## src/sv/cdq_pkg.sv

```systemverilog
// ----------------------------------------------------------------------------
// cdq_pkg: shared types and constants for the circular deque
// Build sizes, operation and status codes, beat structs and the control
// bundle that the top level broadcasts to the row of storage cells.
// ----------------------------------------------------------------------------
package cdq_pkg;

  localparam int DEPTH      = 8;
  localparam int DATA_WIDTH = 32;
  localparam int VALUE_W    = 32;
  localparam int CAP_W      = 4;
  localparam int IDX_W      = (DEPTH > 1) ? $clog2(DEPTH) : 1;
  localparam int CNT_W      = $clog2(DEPTH + 1);

  typedef enum logic [1:0] {
    OP_PUSH_FRONT = 2'd0,
    OP_PUSH_REAR  = 2'd1,
    OP_POP_FRONT  = 2'd2,
    OP_POP_REAR   = 2'd3
  } op_e;

  typedef enum logic [1:0] {
    ST_DONE      = 2'd0,
    ST_OVERFLOW  = 2'd1,
    ST_UNDERFLOW = 2'd2
  } status_e;

  typedef struct packed {
    op_e                       op;
    logic signed [VALUE_W-1:0] push_value;
  } in_beat_t;

  typedef struct packed {
    status_e                   status;
    logic signed [VALUE_W-1:0] front_value;
    logic signed [VALUE_W-1:0] rear_value;
    logic                      ends_valid;
    logic                      now_full;
  } out_beat_t;

  // Control broadcast to every cell at once.
  typedef struct packed {
    logic             shift_right;  // push at the front: every entry moves up one
    logic             shift_left;   // pop at the front: every entry moves down one
    logic             load_rear;    // push at the rear: the cell at count loads
    logic [CNT_W-1:0] count;        // entries held before the operation
  } cell_ctrl_t;

endpackage

```

## src/sv/cdq_cell.sv

```systemverilog
// ----------------------------------------------------------------------------
// cdq_cell: one storage cell of the deque row
// Holds one entry and takes its neighbor's entry when the row shifts, or the
// pushed value when it sits right behind the current rear.
// ----------------------------------------------------------------------------
module cdq_cell
  import cdq_pkg::*;
(
  input  logic                  clk_i,
  input  logic [IDX_W-1:0]      idx_i,
  input  cell_ctrl_t            ctrl_i,
  input  logic [DATA_WIDTH-1:0] push_data_i,
  input  logic [DATA_WIDTH-1:0] left_data_i,
  input  logic [DATA_WIDTH-1:0] right_data_i,
  output logic [DATA_WIDTH-1:0] data_d_o,
  output logic [DATA_WIDTH-1:0] data_q_o
);

  logic [DATA_WIDTH-1:0] data_d, data_q;

  always_comb begin
    data_d = data_q;
    priority if (ctrl_i.shift_right) begin
      data_d = left_data_i;
    end else if (ctrl_i.shift_left) begin
      data_d = right_data_i;
    end else if (ctrl_i.load_rear && (CNT_W'(idx_i) == ctrl_i.count)) begin
      data_d = push_data_i;
    end else begin
      data_d = data_q;
    end
  end

  always_ff @(posedge clk_i) begin
    data_q <= data_d;
  end

  assign data_d_o = data_d;
  assign data_q_o = data_q;

endmodule

```

## src/sv/circular_deque.sv

```systemverilog
// ----------------------------------------------------------------------------
// circular_deque: double-ended queue of DEPTH entries
// Push and pop at either end, with overflow and underflow reporting and the
// values at both ends returned with every operation.
// ----------------------------------------------------------------------------
// The deque takes one operation per clock cycle and returns exactly one result
// beat for each, in the cycle after the operation is accepted, from an output
// register. A new operation is accepted while the previous result is still
// being taken, as long as that result leaves this cycle; only a stalled result
// holds the input back. The entries live in a row of cells with the front
// always in cell zero: a push or pop at the front shifts the whole row by one
// place in that cycle, a push at the rear loads the cell just behind the last
// entry, and a pop at the rear only lowers the entry count. Writing the
// capacity register empties the deque at once; no clearing pass runs after
// reset, because a cell is never read before it was written. A capacity of
// zero acts as one and a capacity above DEPTH acts as DEPTH. Configuration may
// be written only while no operation is in flight.
// ----------------------------------------------------------------------------
module circular_deque
  import cdq_pkg::*;
(
  input  logic             clk_i,
  input  logic             rst_ni,
  input  logic             in_valid_i,
  output logic             in_ready_o,
  input  in_beat_t         in_beat_i,
  output logic             out_valid_o,
  input  logic             out_ready_i,
  output out_beat_t        out_beat_o,
  input  logic             cfg_we_i,
  input  logic [CAP_W-1:0] cfg_wdata_i
);

  // Control state: capacity register, entry count and output beat valid.
  logic [CAP_W-1:0] cap_d, cap_q;
  logic [CNT_W-1:0] count_d, count_q;
  logic             out_valid_d, out_valid_q;
  out_beat_t        out_beat_d, out_beat_q;

  logic [CNT_W-1:0] cap_eff;
  logic             accept;
  logic             is_empty, is_full;
  status_e          status;
  cell_ctrl_t       ctrl;

  logic [DATA_WIDTH-1:0] push_data;
  logic [DATA_WIDTH-1:0] cell_d [DEPTH];
  logic [DATA_WIDTH-1:0] cell_q [DEPTH];
  logic [IDX_W-1:0]      rear_idx;

  // Clamp the capacity into the legal range of one to DEPTH.
  always_comb begin
    if (cap_q == '0) begin
      cap_eff = CNT_W'(1);
    end else if (int'(cap_q) > DEPTH) begin
      cap_eff = CNT_W'(DEPTH);
    end else begin
      cap_eff = CNT_W'(cap_q);
    end
  end

  assign in_ready_o = !out_valid_q || out_ready_i;
  assign accept     = in_valid_i && in_ready_o;
  assign is_empty   = (count_q == '0);
  assign is_full    = (count_q == cap_eff);
  assign push_data  = DATA_WIDTH'($unsigned(in_beat_i.push_value));

  // Decode the operation into the row control and the new entry count.
  always_comb begin
    ctrl.shift_right = 1'b0;
    ctrl.shift_left  = 1'b0;
    ctrl.load_rear   = 1'b0;
    ctrl.count       = count_q;
    count_d          = count_q;
    status           = ST_DONE;
    if (accept) begin
      unique case (in_beat_i.op)
        OP_PUSH_FRONT: begin
          if (is_full) begin
            status = ST_OVERFLOW;
          end else begin
            ctrl.shift_right = 1'b1;
            count_d          = count_q + 1'b1;
          end
        end
        OP_PUSH_REAR: begin
          if (is_full) begin
            status = ST_OVERFLOW;
          end else begin
            ctrl.load_rear = 1'b1;
            count_d        = count_q + 1'b1;
          end
        end
        OP_POP_FRONT: begin
          if (is_empty) begin
            status = ST_UNDERFLOW;
          end else begin
            ctrl.shift_left = 1'b1;
            count_d         = count_q - 1'b1;
          end
        end
        OP_POP_REAR: begin
          if (is_empty) begin
            status = ST_UNDERFLOW;
          end else begin
            count_d = count_q - 1'b1;
          end
        end
        default: begin
          status = ST_DONE;
        end
      endcase
    end
    // A capacity write empties the deque.
    if (cfg_we_i) begin
      count_d = '0;
    end
  end

  assign cap_d = cfg_we_i ? cfg_wdata_i : cap_q;

  // The row of cells. Cell zero holds the front; a front push feeds it the
  // pushed value, and the last cell sees its own entry on a left shift.
  for (genvar i = 0; i < DEPTH; i++) begin : g_cell
    logic [DATA_WIDTH-1:0] left_data;
    logic [DATA_WIDTH-1:0] right_data;

    if (i == 0) begin : g_first
      assign left_data = push_data;
    end else begin : g_mid_l
      assign left_data = cell_q[i-1];
    end

    if (i == DEPTH - 1) begin : g_last
      assign right_data = cell_q[i];
    end else begin : g_mid_r
      assign right_data = cell_q[i+1];
    end

    cdq_cell u_cell (
      .clk_i        (clk_i),
      .idx_i        (IDX_W'(i)),
      .ctrl_i       (ctrl),
      .push_data_i  (push_data),
      .left_data_i  (left_data),
      .right_data_i (right_data),
      .data_d_o     (cell_d[i]),
      .data_q_o     (cell_q[i])
    );
  end

  // The result reflects the deque after the operation: the front is the new
  // value of cell zero and the rear is the new value of the last held cell.
  assign rear_idx = IDX_W'(count_d - 1'b1);

  always_comb begin
    out_beat_d.status   = status;
    out_beat_d.now_full = (count_d == cap_eff);
    if (count_d == '0) begin
      out_beat_d.ends_valid  = 1'b0;
      out_beat_d.front_value = '0;
      out_beat_d.rear_value  = '0;
    end else begin
      out_beat_d.ends_valid  = 1'b1;
      out_beat_d.front_value = VALUE_W'(cell_d[0]);
      out_beat_d.rear_value  = VALUE_W'(cell_d[rear_idx]);
    end
  end

  always_comb begin
    out_valid_d = out_valid_q;
    if (accept) begin
      out_valid_d = 1'b1;
    end else if (out_ready_i) begin
      out_valid_d = 1'b0;
    end
  end

  always_ff @(posedge clk_i or negedge rst_ni) begin
    if (!rst_ni) begin
      cap_q       <= CAP_W'(DEPTH);
      count_q     <= '0;
      out_valid_q <= 1'b0;
    end else begin
      cap_q       <= cap_d;
      count_q     <= count_d;
      out_valid_q <= out_valid_d;
    end
  end

  always_ff @(posedge clk_i) begin
    if (accept) begin
      out_beat_q <= out_beat_d;
    end
  end

  assign out_valid_o = out_valid_q;
  assign out_beat_o  = out_beat_q;

`ifndef SYNTH
  // The entry count never runs past the capacity in use.
  a_count_in_range: assert property (@(posedge clk_i) disable iff (!rst_ni)
    count_q <= cap_eff)
    else $error("entry count exceeds capacity");

  // An overflow can only be reported while the deque is full.
  a_overflow_full: assert property (@(posedge clk_i) disable iff (!rst_ni)
    out_valid_o && (out_beat_o.status == ST_OVERFLOW) |-> out_beat_o.now_full)
    else $error("overflow reported on a deque that is not full");

  // An underflow can only be reported while the deque is empty.
  a_underflow_empty: assert property (@(posedge clk_i) disable iff (!rst_ni)
    out_valid_o && (out_beat_o.status == ST_UNDERFLOW) |-> !out_beat_o.ends_valid)
    else $error("underflow reported on a deque that holds entries");

  // A successful push always leaves at least one entry behind.
  a_push_not_empty: assert property (@(posedge clk_i) disable iff (!rst_ni)
    accept && !cfg_we_i && (status == ST_DONE)
      && ((in_beat_i.op == OP_PUSH_FRONT) || (in_beat_i.op == OP_PUSH_REAR))
      |=> (count_q != '0))
    else $error("push left the deque empty");
`endif

endmodule

```

## config.mk

```make
export PLATFORM = sky130hd
export DESIGN_NAME = circular_deque
export DESIGN_NICKNAME = d
export VERILOG_FILES = /design/src/sv/cdq_pkg.sv /design/src/sv/cdq_cell.sv /design/src/sv/circular_deque.sv
export SDC_FILE = /design/constraint.sdc
export NUM_CORES = 1
export LEC_CHECK = 0
export BUFFER_PORTS_ARGS = -buffer_cell sky130_fd_sc_hd__buf_2
export CAP_MARGIN = 20
export CORE_MARGIN = 3
export CORE_UTILIZATION = 50
export DETAILED_ROUTE_END_ITERATION = 6
export GPL_TIMING_DRIVEN = 0
export PLACE_DENSITY_LB_ADDON = 0.25
export RECOVER_POWER = 100
export SYNTH_ARGS = -nofsm -noshare
export SYNTH_HDL_FRONTEND = slang
export SYNTH_SLANG_ARGS = --single-unit
```

## constraint.sdc

```tcl
create_clock -name clk_i -period 5.3 [get_ports clk_i]
set_input_delay 0.53 -clock clk_i [delete_from_list [all_inputs] [get_ports clk_i]]
set_output_delay 0.53 -clock clk_i [all_outputs]
set_load 0.02 [all_outputs]
```

==> flow_metrics.py <==
metrics = {
    "die": {
        "initial_core_util_pct": 50.9,
        "pin_count": 113,
        "die_area_mm2": 0.0376,
        "core-area_mm2": 0.0347,
        "rows": 68,
        "die_w_um": 194,
        "die_y_um": 194,
    },
    "sta": {
        "hold_viol": 0,
        "fmaxAchievable_mhz": 190,
        "slew_headroom_pct": 19.8,
        "finalSetupTns_ps": 0,
        "rsz0062_at_grt": "yes",
        "maxSlewViolCount": 0,
        "fin_crit_ps": 5270,
        "finalCritPeriodShare_pct": 99.5,
        "setup-violations-final": 0,
        "tightestPinTransition_ps": 1200,
        "fin_worst_skew_ps": 25.2,
    },
    "route": {
        "drt_iter0_drc": 3193,
        "wire_per_inst_um": 27.8,
        "drtAntennaViolNets": 0,
        "route.detailed.drc": 0,
        "dr.pass1.iters": 5,
        "routed_wl_mm": 78.2,
        "viasPerCell": 6.89,
        "vias": 19400,
    },
    "worst_setup_path": {
        "worst-endpoint-arrival_ps": 5650,
        "critPathRequiredTime_ps": 5680,
        "crit_path_max_incr_delay_ps": 920,
        "cp-end-kind": "register",
        "startpoint_type": "register",
        "cp_max_fo": 10,
        "worst_path_most_repeated_cell": "clkbuf_1",
        "crit_chain": "nor2b_1, clkbuf_1, clkinv_1, nand3_1, a31oi_1, clkbuf_1, buf_1, clkbuf_1, clkbuf_1, o21ai_0",
        "cp_slowest_cell": "clkbuf_1",
        "worstSetupPathType": "register to register",
    },
    "synth": {
        "ys_seq_area_share_pct": 41.9,
        "avgSynthCellArea_um2": 8.06,
        "syn_inst": 2192,
        "ys_types": 82,
        "synthArstFlopShare_pct": 2.70,
        "ys.flop_type": "dfxtp_1",
        "synth_edf_count": 68,
        "ys_ff_latch": 333,
        "syn_nets": 2240,
        "ys_warn_count": 0,
        "syn_area_mm2": 0.0177,
    },
    "clock_tree": {
        "clk_path_buf_depth": 3,
        "cts-root-buf": "clkbuf_16",
        "clk_pin_slew_worst_paths_ps": 60,
        "cts_buffers": 38,
        "cts_tree": "yes",
        "cts_sinks": 333,
        "htree_num_levels": 2,
        "clock_latency_ps": 550,
    },
    "worst_hold_path": {
        "hold_path.class": "primary input to register",
    },
    "global_route": {
        "antenna_found_initial": 0,
        "track_usage_pct": 39.6,
        "grt_remaining_overflow": 0,
        "grt_pass1_wl_mm": 115,
        "grt_max_degree": 42,
        "grt_pass1_vias": 18300,
    },
    "place": {
        "post-place-cells": 2745,
        "dpl_cell_area_mm2": 0.0187,
        "gp_congestion": 1.04,
        "port_buffers": 95,
        "hpwl_mm": 56.1,
    },
    "job": {
        "maxCapViolations": 0,
    },
    "power_and_ir_drop": {
        "peakVddDrop_uv": 332,
        "leakage_nw": 8.04,
        "total_power_w": 0.0119,
        "p_per_area_mw_per_mm2": 588,
    },
    "status": {
        "status": "complete, no violations",
    },
    "final_layout": {
        "layout.nets": 2380,
        "area_delta_synth_final_pct": 14.1,
        "fin_cells": 2817,
        "final_cell_area_mm2": 0.0201,
        "layout-drive-gt1-share_pct": 10.0,
        "fillers": 3254,
    },
}
[final cells by class]
cell class | count | area [um^2] | share of cell area (%)
Clock inverter | 21 | 153 | 0.758
Inverter | 56 | 214 | 1.06
Timing Repair Buffer | 100 | 437 | 2.17
Tap cell | 455 | 569 | 2.83
Sequential cell | 333 | 7390 | 36.7
Clock buffer | 48 | 1070 | 5.32
Multi-Input combinational cell | 1599 | 9400 | 46.6
Buffer | 204 | 912 | 4.53
Antenna cell | 1 | 2.50 | 0.0124
[final timing paths]
path / cells after the start / end / slack (ps) / startpoint
min in group asynchronous: 2 / count_q[1] / 510 / rst_ni
worst max-delay path: 10 / g_cell[5].u_cell.data_q_o[0] / 30 / out_valid_o
worst min register to register: 2 / g_cell[7].u_cell.data_q_o[19] / 480 / g_cell[7].u_cell.data_q_o[19]
max in group asynchronous: 2 / cap_q[3] / 4430 / rst_ni
worst min-delay path: 3 / cap_q[2] / 230 / cfg_wdata_i[2]
worst max register to register: 10 / g_cell[5].u_cell.data_q_o[0] / 30 / out_valid_o
[state kept, by name, summed over array words and instances (netlist names)]
name and flops:
cap_q 4, g_cell.u_cell.data_q_o 256, count_q 4, out_valid_o 1, out_beat_o 68
[routing by layer]
metal / track usage [%] / vias to the layer above / wire (um)
li1: - / 8269 / -
met1: 53.8 / 9174 / 29900
met2: 57.5 / 1655 / 32200
met3: 9.50 / 321 / 10700
met4: 23.0 / 0 / 5400
met5: 0 / - / 0
[cell usage after synthesis (all sizes together), types with 5 or more instances]
| cell | instances | area share [%] |
|---|---|---|
| nand2 | 363 | 7.7 |
| dfxtp | 256 | 29 |
| nor2 | 232 | 4.9 |
| o21ai | 181 | 5.1 |
| a21oi | 143 | 4.1 |
| clkbuf | 122 | 2.6 |
| buf | 82 | 2.2 |
| mux2i | 71 | 4.0 |
| edfxtp | 68 | 12 |
| nor3 | 68 | 2.0 |
| o22ai | 62 | 2.2 |
| inv | 53 | 1.1 |
| a31oi | 50 | 1.8 |
| o31ai | 48 | 2.5 |
| nand3 | 32 | 0.93 |
| a211oi | 28 | 1.2 |
| o221ai | 23 | 1.1 |
| a221oi | 22 | 1.2 |
| a21o | 19 | 0.81 |
| a22oi | 19 | 0.81 |
| and2 | 18 | 0.64 |
| a21boi | 16 | 0.68 |
| nor2b | 14 | 0.50 |
| a2111o | 12 | 0.76 |
| a41o | 12 | 0.68 |
| o2111ai | 12 | 0.59 |
| o21a | 12 | 0.51 |
| a2111oi | 11 | 0.55 |
| a22o | 10 | 0.50 |
| a32o | 10 | 0.57 |
| o2111a | 10 | 0.64 |
| mux2 | 9 | 0.57 |
| o2bb2ai | 9 | 0.45 |
| dfrtp | 8 | 1.1 |
| o211ai | 7 | 0.33 |
| a32oi | 6 | 0.34 |
| o31a | 6 | 0.30 |
| or3 | 6 | 0.21 |
| ha | 5 | 0.35 |
| nand2b | 5 | 0.18 |
| nor4 | 5 | 0.18 |
[metrics by stage]
stage	hold slack, ps	utilization [%]	setup slack [ps]
after global routing	245	58.0	-26.5
after floorplan	234	-	722
after CTS	231	58.0	-20.1
final	229	58.0	25.5
after detailed placement	401	54.0	-1050
after global placement	401	53.9	-1720
[cells by family after synthesis]
kind of cell	after synthesis	synth area share, %
buf+inv	260	6.04
xor+xnor	5	0.248
mux	80	4.60
compound gates	750	28.9
flops	333	41.9
fa+ha+maj	5	0.354
simple gates	759	18.0
[report_power, final]
part	internal, W	leakage (nW)	switching [W]	total (W)
clock network	0.00153	0.601	0.00113	0.00265
registers	0.00380	2.93	0.000915	0.00471
logic	0.00162	4.51	0.00286	0.00449
[placed cells by master, fill, tap and decap left out, types with 13 or more instances in the layout]
| cell | netlist | routed |
|---|---|---|
| a211oi_1 | 28 | 25 |
| a21boi_0 | 16 | 15 |
| a21o_1 | 19 | 19 |
| a21oi_1 | 143 | 140 |
| a221oi_1 | 19 | 16 |
| a22oi_1 | 19 | 19 |
| a31oi_1 | 50 | 50 |
| and2_1 | 18 | 18 |
| buf_1 | 25 | 23 |
| buf_2 | 53 | 77 |
| clkbuf_1 | 117 | 175 |
| clkbuf_16 | 0 | 40 |
| clkbuf_2 | 5 | 14 |
| dfxtp_1 | 256 | 256 |
| edfxtp_1 | 68 | 68 |
| inv_1 | 52 | 51 |
| mux2i_1 | 71 | 71 |
| nand2_1 | 363 | 362 |
| nand3_1 | 31 | 29 |
| nor2_1 | 231 | 229 |
| nor2b_1 | 14 | 14 |
| nor3_1 | 66 | 63 |
| o21ai_0 | 165 | 157 |
| o21ai_1 | 16 | 21 |
| o221ai_1 | 23 | 23 |
| o22ai_1 | 62 | 62 |
| o31ai_1 | 34 | 34 |
| o31ai_2 | 13 | 13 |
[worst max-delay path, delay by kind of cell (launching register included)]
kind / cells / cell delay [ps]
buf+inv: 6 / 3380
compound gates: 2 / 780
flops: 1 / 370
simple gates: 2 / 580
[timing repair]
| item | in CTS | in global routing |
|---|---|---|
| buffers inserted | 1 | 0 |
| gates resized for setup | 53 | 50 |
| setup endpoints to repair | 65 | 65 |
| hold buffers | 1 | 0 |
| hold endpoints to repair | 8 | 0 |
| pin swaps | 1 | 0 |
Power figures use the tool's default switching activity.
